[config.mk]
export PLATFORM = sky130hd
export DESIGN_NAME = column_rle_glyph_decoder
export DESIGN_NICKNAME = d
export VERILOG_FILES = /design/src/rtl/core/crgd_pkg.sv /design/src/rtl/core/crgd_front.sv /design/src/rtl/core/crgd_queue.sv /design/src/rtl/core/crgd_back.sv /design/src/rtl/core/column_rle_glyph_decoder.sv
export SDC_FILE = /design/constraint.sdc
export NUM_CORES = 1
export LEC_CHECK = 0
export BUFFER_PORTS_ARGS = -buffer_cell sky130_fd_sc_hd__buf_4
export CORE_ASPECT_RATIO = 0.75
export CORE_MARGIN = 4
export CORE_UTILIZATION = 43
export DETAILED_ROUTE_END_ITERATION = 10
export HOLD_SLACK_MARGIN = 0.1
export SYNTH_ARGS = -nofsm -noshare
export SYNTH_HDL_FRONTEND = slang
export SYNTH_SLANG_ARGS = --single-unit
[constraint.sdc]
create_clock -name clk -period 7.3 [get_ports clk]
set_input_delay 0.73 -clock clk [delete_from_list [all_inputs] [get_ports clk]]
set_output_delay 0.73 -clock clk [all_outputs]
set_load 0.01 [all_outputs]
[src/rtl/core/crgd_pkg.sv]
// Shared types and constants for the column RLE glyph decoder.
// No dependencies.
package crgd_pkg;

  localparam logic [7:0] CODE_COLEND   = 8'h80;
  localparam logic [7:0] CODE_SKIP_MAX = 8'h8F;
  localparam logic [7:0] COLOR_MASK    = 8'h0F;
  localparam logic [7:0] COLS_MAX      = 8'hFF;

  localparam int QUEUE_DEPTH = 2;

  localparam logic [1:0] REG_ORIGIN_X      = 2'd0;
  localparam logic [1:0] REG_ORIGIN_Y      = 2'd1;
  localparam logic [1:0] REG_GLYPH_COLUMNS = 2'd2;
  localparam logic [1:0] REG_MONO_MODE     = 2'd3;

  typedef enum logic [1:0] {
    CMD_RUN,
    CMD_COLEND,
    CMD_SKIP,
    CMD_ERR
  } cmd_kind_t;

  typedef struct packed {
    logic      start;
    cmd_kind_t kind;
    logic [3:0] amt;
    logic [3:0] color;
  } cmd_t;

  typedef enum logic {
    BK_IDLE,
    BK_RUN
  } bk_state_t;

endpackage

[src/rtl/core/crgd_front.sv]
// Front end: accepts code items and classifies them into commands.
// Depends on crgd_pkg.
module crgd_front
  import crgd_pkg::*;
(
  input  logic       in_tvalid,
  output logic       in_tready,
  input  logic [7:0] in_tdata,   // [7:0] code
  input  logic       in_tuser,   // [0] start_req
  input  logic       mono,
  input  logic       q_full,
  output logic       push,
  output cmd_t       cmd
);

  logic [7:0] code_col;

  assign in_tready = !q_full;
  assign push      = in_tvalid && !q_full;
  assign code_col  = in_tdata & COLOR_MASK;

  always_comb begin
    cmd.start = in_tuser;
    cmd.color = 4'd0;
    cmd.amt   = 4'd0;
    cmd.kind  = CMD_ERR;
    priority if (in_tdata < CODE_COLEND) begin
      cmd.kind  = CMD_RUN;
      cmd.amt   = {1'b0, in_tdata[6:4]};
      cmd.color = mono ? 4'd0 : code_col[3:0];
    end else if (in_tdata == CODE_COLEND) begin
      cmd.kind = CMD_COLEND;
    end else if (in_tdata <= CODE_SKIP_MAX) begin
      cmd.kind = CMD_SKIP;
      cmd.amt  = code_col[3:0];
    end else begin
      cmd.kind = CMD_ERR;
    end
  end

endmodule

[src/rtl/core/crgd_queue.sv]
// Short command queue between front and back end.
// Depends on crgd_pkg.
module crgd_queue
  import crgd_pkg::*;
(
  input  logic clk,
  input  logic rst_n,
  input  logic push,
  input  cmd_t din,
  input  logic pop,
  output cmd_t dout,
  output logic q_valid,
  output logic q_full
);

  localparam int PTR_BITS = (QUEUE_DEPTH > 1) ? $clog2(QUEUE_DEPTH) : 1;

  cmd_t                mem_r [QUEUE_DEPTH];
  logic [PTR_BITS-1:0] wr_ptr_r, wr_ptr_nxt;
  logic [PTR_BITS-1:0] rd_ptr_r, rd_ptr_nxt;
  logic [PTR_BITS:0]   count_r, count_nxt;

  assign q_valid = (count_r != '0);
  assign q_full  = (count_r == (PTR_BITS+1)'(QUEUE_DEPTH));
  assign dout    = mem_r[rd_ptr_r];

  always_comb begin
    wr_ptr_nxt = wr_ptr_r;
    rd_ptr_nxt = rd_ptr_r;
    count_nxt  = count_r;
    if (push) begin
      wr_ptr_nxt = (wr_ptr_r == PTR_BITS'(QUEUE_DEPTH - 1)) ? '0 : wr_ptr_r + 1'b1;
    end
    if (pop) begin
      rd_ptr_nxt = (rd_ptr_r == PTR_BITS'(QUEUE_DEPTH - 1)) ? '0 : rd_ptr_r + 1'b1;
    end
    if (push && !pop) begin
      count_nxt = count_r + 1'b1;
    end else if (pop && !push) begin
      count_nxt = count_r - 1'b1;
    end
  end

  always_ff @(posedge clk) begin
    if (!rst_n) begin
      wr_ptr_r <= '0;
      rd_ptr_r <= '0;
      count_r  <= '0;
    end else begin
      wr_ptr_r <= wr_ptr_nxt;
      rd_ptr_r <= rd_ptr_nxt;
      count_r  <= count_nxt;
    end
  end

  always_ff @(posedge clk) begin
    if (push) begin
      mem_r[wr_ptr_r] <= din;
    end
  end

endmodule

[src/rtl/core/crgd_back.sv]
// Back end: walks the cursor state, emits one result per cycle unless stalled.
// Depends on crgd_pkg; holds the output register.
module crgd_back
  import crgd_pkg::*;
#(
  parameter int COORD_BITS = 10
) (
  input  logic                  clk,
  input  logic                  rst_n,
  input  logic                  q_valid,
  input  cmd_t                  cmd,
  output logic                  pop,
  input  logic [COORD_BITS-1:0] origin_x,
  input  logic [COORD_BITS-1:0] origin_y,
  input  logic [7:0]            glyph_columns,
  output logic                  out_valid,
  input  logic                  out_ready,
  output logic                  out_write,
  output logic [COORD_BITS-1:0] out_x,
  output logic [COORD_BITS-1:0] out_y,
  output logic [3:0]            out_color,
  output logic                  out_done,
  output logic                  out_err,
  output logic                  out_last
);

  bk_state_t             state_r, state_nxt;
  logic [COORD_BITS-1:0] cur_x_r, cur_x_nxt;
  logic [COORD_BITS-1:0] cur_y_r, cur_y_nxt;
  logic [7:0]            cols_r, cols_nxt;
  logic                  err_r, err_nxt;
  logic [2:0]            remain_r, remain_nxt;
  logic [3:0]            color_r, color_nxt;

  logic                  out_valid_r;
  logic                  out_write_r, out_done_r, out_err_r, out_last_r;
  logic [COORD_BITS-1:0] out_x_r, out_y_r;
  logic [3:0]            out_color_r;

  logic                  can_emit, emit;
  logic                  e_write, e_done, e_err, e_last;
  logic [COORD_BITS-1:0] e_x, e_y;
  logic [3:0]            e_col;

  function automatic logic [COORD_BITS-1:0] sat_add(input logic [COORD_BITS-1:0] a,
                                                   input logic [3:0] b);
    logic [COORD_BITS:0] s;
    s = {1'b0, a} + (COORD_BITS+1)'(b);
    return s[COORD_BITS] ? '1 : s[COORD_BITS-1:0];
  endfunction

  assign can_emit = !out_valid_r || out_ready;

  always_comb begin
    logic [COORD_BITS-1:0] x, y;
    logic [7:0]            c;
    logic                  er;
    state_nxt  = state_r;
    cur_x_nxt  = cur_x_r;
    cur_y_nxt  = cur_y_r;
    cols_nxt   = cols_r;
    err_nxt    = err_r;
    remain_nxt = remain_r;
    color_nxt  = color_r;
    pop        = 1'b0;
    emit       = 1'b0;
    e_write    = 1'b0;
    e_x        = '0;
    e_y        = '0;
    e_col      = 4'd0;
    e_last     = 1'b1;
    e_done     = (cols_r >= glyph_columns);
    e_err      = err_r;
    x          = cmd.start ? origin_x : cur_x_r;
    y          = cmd.start ? origin_y : cur_y_r;
    c          = cmd.start ? 8'd0 : cols_r;
    er         = cmd.start ? 1'b0 : err_r;
    unique case (state_r)
      BK_IDLE: begin
        if (q_valid && can_emit) begin
          pop  = 1'b1;
          emit = 1'b1;
          if (!er && (c < glyph_columns)) begin
            unique case (cmd.kind)
              CMD_RUN: begin
                if (cmd.amt != 4'd0) begin
                  e_write = 1'b1;
                  e_x     = x;
                  e_y     = y;
                  e_col   = cmd.color;
                  y       = sat_add(y, 4'd1);
                  if (cmd.amt != 4'd1) begin
                    e_last     = 1'b0;
                    state_nxt  = BK_RUN;
                    remain_nxt = cmd.amt[2:0] - 3'd1;
                    color_nxt  = cmd.color;
                  end
                end
              end
              CMD_COLEND: begin
                x = sat_add(x, 4'd1);
                y = origin_y;
                if (c != COLS_MAX) begin
                  c = c + 8'd1;
                end
              end
              CMD_SKIP: begin
                y = sat_add(y, cmd.amt);
              end
              CMD_ERR: begin
                er = 1'b1;
              end
              default: ;
            endcase
          end
          cur_x_nxt = x;
          cur_y_nxt = y;
          cols_nxt  = c;
          err_nxt   = er;
          e_done    = (c >= glyph_columns);
          e_err     = er;
        end
      end
      BK_RUN: begin
        if (can_emit) begin
          emit       = 1'b1;
          e_write    = 1'b1;
          e_x        = cur_x_r;
          e_y        = cur_y_r;
          e_col      = color_r;
          cur_y_nxt  = sat_add(cur_y_r, 4'd1);
          remain_nxt = remain_r - 3'd1;
          if (remain_r == 3'd1) begin
            state_nxt = BK_IDLE;
          end else begin
            e_last = 1'b0;
          end
        end
      end
      default: state_nxt = BK_IDLE;
    endcase
  end

  always_ff @(posedge clk) begin
    if (!rst_n) begin
      state_r     <= BK_IDLE;
      cur_x_r     <= '0;
      cur_y_r     <= '0;
      cols_r      <= 8'd0;
      err_r       <= 1'b0;
      remain_r    <= 3'd0;
      out_valid_r <= 1'b0;
    end else begin
      state_r  <= state_nxt;
      cur_x_r  <= cur_x_nxt;
      cur_y_r  <= cur_y_nxt;
      cols_r   <= cols_nxt;
      err_r    <= err_nxt;
      remain_r <= remain_nxt;
      if (emit) begin
        out_valid_r <= 1'b1;
      end else if (out_ready) begin
        out_valid_r <= 1'b0;
      end
    end
  end

  always_ff @(posedge clk) begin
    color_r <= color_nxt;
    if (emit) begin
      out_write_r <= e_write;
      out_x_r     <= e_x;
      out_y_r     <= e_y;
      out_color_r <= e_col;
      out_done_r  <= e_done;
      out_err_r   <= e_err;
      out_last_r  <= e_last;
    end
  end

  assign out_valid = out_valid_r;
  assign out_write = out_write_r;
  assign out_x     = out_x_r;
  assign out_y     = out_y_r;
  assign out_color = out_color_r;
  assign out_done  = out_done_r;
  assign out_err   = out_err_r;
  assign out_last  = out_last_r;

endmodule

[src/rtl/core/column_rle_glyph_decoder.sv]
// Column RLE glyph decoder: top level with configuration registers.
// Depends on crgd_pkg, crgd_front, crgd_queue and crgd_back.
// Each code item yields results from the back end's cursor unit, one per cycle
// unless the output stalls; a run byte of n pixels (n from 1 to 7) gives n, any
// other byte one. A two-entry command queue lets the front accept items while
// the back end emits a run; the output register holds a result while the next
// is prepared. The user does configuration writes only while idle; unenforced.
module column_rle_glyph_decoder
  import crgd_pkg::*;
#(
  parameter int COORD_BITS = 10
) (
  input  logic                                  clk,
  input  logic                                  rst_n,
  input  logic                                  in_tvalid,
  output logic                                  in_tready,
  input  logic [7:0]                            in_tdata,  // [7:0] code
  input  logic                                  in_tuser,  // [0] start_req
  output logic                                  out_tvalid,
  input  logic                                  out_tready,
  // write, pixel_x, pixel_y, color, done_res, error from bit 0 up
  output logic [((2*COORD_BITS+7+7)/8)*8-1:0]   out_tdata,
  output logic                                  out_tlast,
  input  logic                                  psel,
  input  logic                                  penable,
  input  logic                                  pwrite,
  input  logic [3:0]                            paddr,
  input  logic [31:0]                           pwdata,
  output logic [31:0]                           prdata,
  output logic                                  pready
);

  localparam int OUT_W = ((2*COORD_BITS+7+7)/8)*8;

  logic [COORD_BITS-1:0] origin_x_r, origin_y_r;
  logic [7:0]            gcols_r;
  logic                  mono_r;

  logic                  cfg_wr;
  logic                  push, pop, q_valid, q_full;
  cmd_t                  cmd_in, cmd_out;
  logic                  o_write, o_done, o_err;
  logic [COORD_BITS-1:0] o_x, o_y;
  logic [3:0]            o_color;

  assign pready = 1'b1;
  assign cfg_wr = psel && penable && pwrite;

  always_ff @(posedge clk) begin
    if (!rst_n) begin
      origin_x_r <= '0;
      origin_y_r <= '0;
      gcols_r    <= 8'd0;
      mono_r     <= 1'b0;
    end else if (cfg_wr) begin
      unique case (paddr[3:2])
        REG_ORIGIN_X:      origin_x_r <= pwdata[COORD_BITS-1:0];
        REG_ORIGIN_Y:      origin_y_r <= pwdata[COORD_BITS-1:0];
        REG_GLYPH_COLUMNS: gcols_r    <= pwdata[7:0];
        REG_MONO_MODE:     mono_r     <= pwdata[0];
        default: ;
      endcase
    end
  end

  always_comb begin
    unique case (paddr[3:2])
      REG_ORIGIN_X:      prdata = 32'(origin_x_r);
      REG_ORIGIN_Y:      prdata = 32'(origin_y_r);
      REG_GLYPH_COLUMNS: prdata = 32'(gcols_r);
      REG_MONO_MODE:     prdata = 32'(mono_r);
      default:           prdata = 32'd0;
    endcase
  end

  crgd_front u_front (
    .in_tvalid (in_tvalid),
    .in_tready (in_tready),
    .in_tdata  (in_tdata),
    .in_tuser  (in_tuser),
    .mono      (mono_r),
    .q_full    (q_full),
    .push      (push),
    .cmd       (cmd_in)
  );

  crgd_queue u_queue (
    .clk     (clk),
    .rst_n   (rst_n),
    .push    (push),
    .din     (cmd_in),
    .pop     (pop),
    .dout    (cmd_out),
    .q_valid (q_valid),
    .q_full  (q_full)
  );

  crgd_back #(
    .COORD_BITS (COORD_BITS)
  ) u_back (
    .clk           (clk),
    .rst_n         (rst_n),
    .q_valid       (q_valid),
    .cmd           (cmd_out),
    .pop           (pop),
    .origin_x      (origin_x_r),
    .origin_y      (origin_y_r),
    .glyph_columns (gcols_r),
    .out_valid     (out_tvalid),
    .out_ready     (out_tready),
    .out_write     (o_write),
    .out_x         (o_x),
    .out_y         (o_y),
    .out_color     (o_color),
    .out_done      (o_done),
    .out_err       (o_err),
    .out_last      (out_tlast)
  );

  assign out_tdata = OUT_W'({o_err, o_done, o_color, o_y, o_x, o_write});

endmodule

==> impl_results.md <==
- WS Path Type: reg2reg
- Critical Path RT: 7470 ps
- #FFs+latches synth: 122
- Post-Synth XOR/XNOR Area: 2.47%
- CTS tree: yes
- Core Util, Final: 50.4%
- Gates resized, CTS repair: 0
- RSZ-0062 raised after global routing: no
- Critical Path, Cell by Cell: mux2i_2 > buf_4 > and2_1 > ha_1 > nor2b_1 > a311o_1 > o31ai_4 > nand3_2 > nor2_1 > mux2_2 > ha_1 > a21o_1 > a21o_1 > a211oi_1 > o21ai_0 > o211ai_1 > a22oi_1
- Yosys warns: 0
- GRT Util Overall: 21.0%
- Leading cell type in the layout, fill and taps excluded: nand2_1
- First-pass GRT wire length: 33700 µm
- Tcrit/Tclk final: 69.0%
- Post-route clock skew: 10.0 ps
- MaxCap Viol Count: 0
- Post-CTS Setup Inserts: 0
- Worst-Skew Late Latency: 430 ps
- Most frequent cells in the layout: 88 x nand2_1, 76 x nor2_1, 75 x buf_4, 68 x dfxtp_1, 63 x mux2i_1
- Share of cells above drive strength 1: 15.3%
- CP top delay family: compound AO/OA/AOI/OAI gates
- P&R area growth vs syn: 14.4%
- Placed insts: 1134
- Setup_tns: 0 ps
- Fin crit period: 5040 ps
- CP endpoint: u_back.out_done
- Fin nets: 1000
- Slowest stage cell on the critical path: dfxtp_1
- Worst hold path class: reg2reg
- Final setup viols: 0
- Reg2Reg Capture Point: u_back.out_done
- Post-synthesis mux area share: 10.5%
- Post-synth top flop: dfxtp_1
- Routed Antenna Nets: 0
- WL per Instance: 18.4 µm
- Finished Layout Cells: 1166
- Critical path data arrival time: 5200 ps
- Max Clk Rate: 199 MHz
- 1st-pass router iterations: 5
- P per Cell Area: 297 nW/µm²
- Hold-fix buffers, CTS: 0
- Initial antenna violation count: 1
- Vias: 6592
- GRT overflow: 0
- Vias in the first global route: 5988
- Complex-gate fraction of the synthesized area: 17.8%
- Max Slew Vio Count: 0
- Adder-cell share of the synthesized area: 6.03%
- Relative slew slack: 27.8%
- Starting Density: 44.1%
- Synth Cell Area: 7800 µm²
- Cells after synthesis: 866
- Die height: 125 µm
- Clock buffer depth: 2
- Synth cell types: 83
- Largest net degree at the start of global routing: 47
- Total CTS buffers: 17
- Worst reg-to-reg path cell count: 17
- Lkg Pwr: 3.47 nW
- Avg Vias per Cell: 5.65
- Hold slack final: 469 ps
- CP Buf/Inv Count: 1
- VDD IR-drop max: 0.000197 V
- Placer Congestion: 0.882
- Iter 0 DRT Violations: 569
- Setup slack after layout: 2260 ps
- Status: completed
- Crit. End Element: flop
- Number of flops mapped to enable cells by yosys: 54
- Largest family of logic cells by synthesized area: simple AND/OR/NAND/NOR gates
- Least-Margin Pin Slew: 1080 ps
- CP max FO: 26
- CP peak stage delay: 830 ps
- Number of gates on the worst path with buffers counted: 17
- Hold Vio Cnt, Final: 0
- HPWL Detailed: 15500 µm
- CTS Sinks: 122
- Part of the Yosys area used for sequential elements: 38.2%
- WL final: 21500 µm
- Startpoint Class: flop
- Fill count: 1709
- CTS root buf: clkbuf_16
- Die W: 164 µm
- # IOs: 120
- Ys async rst share: 0%
- Mapped Avg Cell Area: 9.01 µm²
- H-tree Lvls: 4
- Pre-CTS setup slack: 2260 ps
- Clock transition at path regs: 60 ps
- Ant diodes: 0
- DR DRC count: 0
- Core area: 17700 µm²
- Row count: 42
- Synth Area in Simple Gates: 17.8%
- Number of port buffers: 67
- R2R setup slack: 2260 ps
- Die area: 20400 µm²
[worst min-delay path by stage]
stage	from	to	slack [ps]	depth (start not counted)
after floorplan	u_back.cur_x_r[1]	u_back.cur_x_r[1]	440	2
after global placement	u_back.cur_x_r[0]	u_back.cur_x_r[0]	460	2
after detailed placement	u_back.cur_x_r[0]	u_back.cur_x_r[0]	460	2
after CTS	u_back.cur_x_r[0]	u_back.cur_x_r[0]	470	2
after global routing	in_tuser	u_queue.mem_r[1][10]	470	1
final	u_back.cur_x_r[0]	u_back.cur_x_r[0]	470	2
[state kept, by name, indices dropped and copies added, names as in the netlist, 2 cells and up, named ones only]
register	count
u_back.cur_y_r	10
gcols_r	8
u_queue.mem_r	22
origin_x_r	10
u_back.out_x	10
u_queue.count_r	2
u_back.out_y	10
u_back.cols_r	8
u_back.color_r	4
u_back.cur_x_r	10
u_back.out_color	4
u_back.remain_r	3
origin_y_r	10
[kinds of logic after synthesis]
kind of cell,after synthesis
buffers and inverters,110
AND/OR/NAND/NOR,284
other,2
XOR/XNOR,22
AO/OA/AOI/OAI,210
adder cells (fa/ha/maj),37
multiplexers,79
flip-flops,122
[tightest hold or removal path, stage by stage, from the launching register on]
cell and delay [ps]:
dfxtp_1 320, nand2_1 60, a21oi_1 50
[synth_stat cells, types with 3 or more instances]
library cell / number / area, µm²
nor2_1: 76 / 285
nor4_1: 4 / 25.0
nor3_1: 11 / 55.1
dfxtp_1: 68 / 1360
a32o_1: 5 / 50.1
nor3b_1: 4 / 30.0
o221ai_1: 5 / 43.8
o211ai_1: 11 / 82.6
nor2b_1: 5 / 31.3
a21o_1: 8 / 60.1
and3_1: 8 / 50.1
and2_1: 12 / 75.1
xor2_1: 8 / 70.1
or2_2: 3 / 18.8
edfxtp_1: 54 / 1620
o21ai_0: 62 / 310
xnor2_1: 14 / 123
or3_1: 4 / 25.0
nand2_1: 88 / 330
mux2_2: 14 / 158
a21boi_0: 3 / 22.5
inv_1: 33 / 124
nand3_1: 29 / 145
buf_1: 7 / 26.3
nand2b_1: 9 / 56.3
a21oi_1: 38 / 190
and4_1: 3 / 26.3
a22o_1: 5 / 43.8
buf_2: 5 / 25.0
ha_1: 36 / 450
o22ai_1: 4 / 25.0
a31oi_1: 9 / 56.3
a31o_2: 4 / 35.0
o21a_1: 9 / 67.6
buf_4: 33 / 248
o21ai_1: 4 / 20.0
clkbuf_1: 29 / 109
mux2i_1: 64 / 641
o31ai_1: 6 / 45.0
a211oi_1: 9 / 67.6
nand4_1: 13 / 81.3
[metal layers]
layer,vias to the layer above,wire length (µm),global-route usage (%)
li1,3208,-,-
met5,-,0,0
met1,3079,11000,33.5
met4,0,387,7.00
met3,30,2250,6.81
met2,275,7840,25.9
[area by class of cell]
type | count | area (µm²) | area share [%]
repair buffers | 75 | 563 | 6.31
clock inverters | 14 | 131 | 1.47
inverters | 35 | 131 | 1.47
clock buffers | 18 | 429 | 4.81
well taps | 242 | 303 | 3.39
flip-flops and latches | 122 | 2980 | 33.4
multi-input cells | 660 | 4380 | 49.1
[power breakdown]
part	total, mW	switching [mW]	internal [mW]	leakage [nW]
Combinational	0.830	0.515	0.315	2.12
Clock	0.808	0.312	0.496	0.278
Sequential	1.01	0.132	0.883	1.07
Total	2.65	0.959	1.69	3.47
[through the flow]
stage | power, mW | instance area [µm²]
after floorplan | 1.55 | 7900
after global placement | 1.84 | 8360
after detailed placement | 1.84 | 8360
after CTS | 2.66 | 8920
after global routing | 2.79 | 8920
final | 2.65 | 8920
Note: power is estimated with default switching activity, not from simulation.
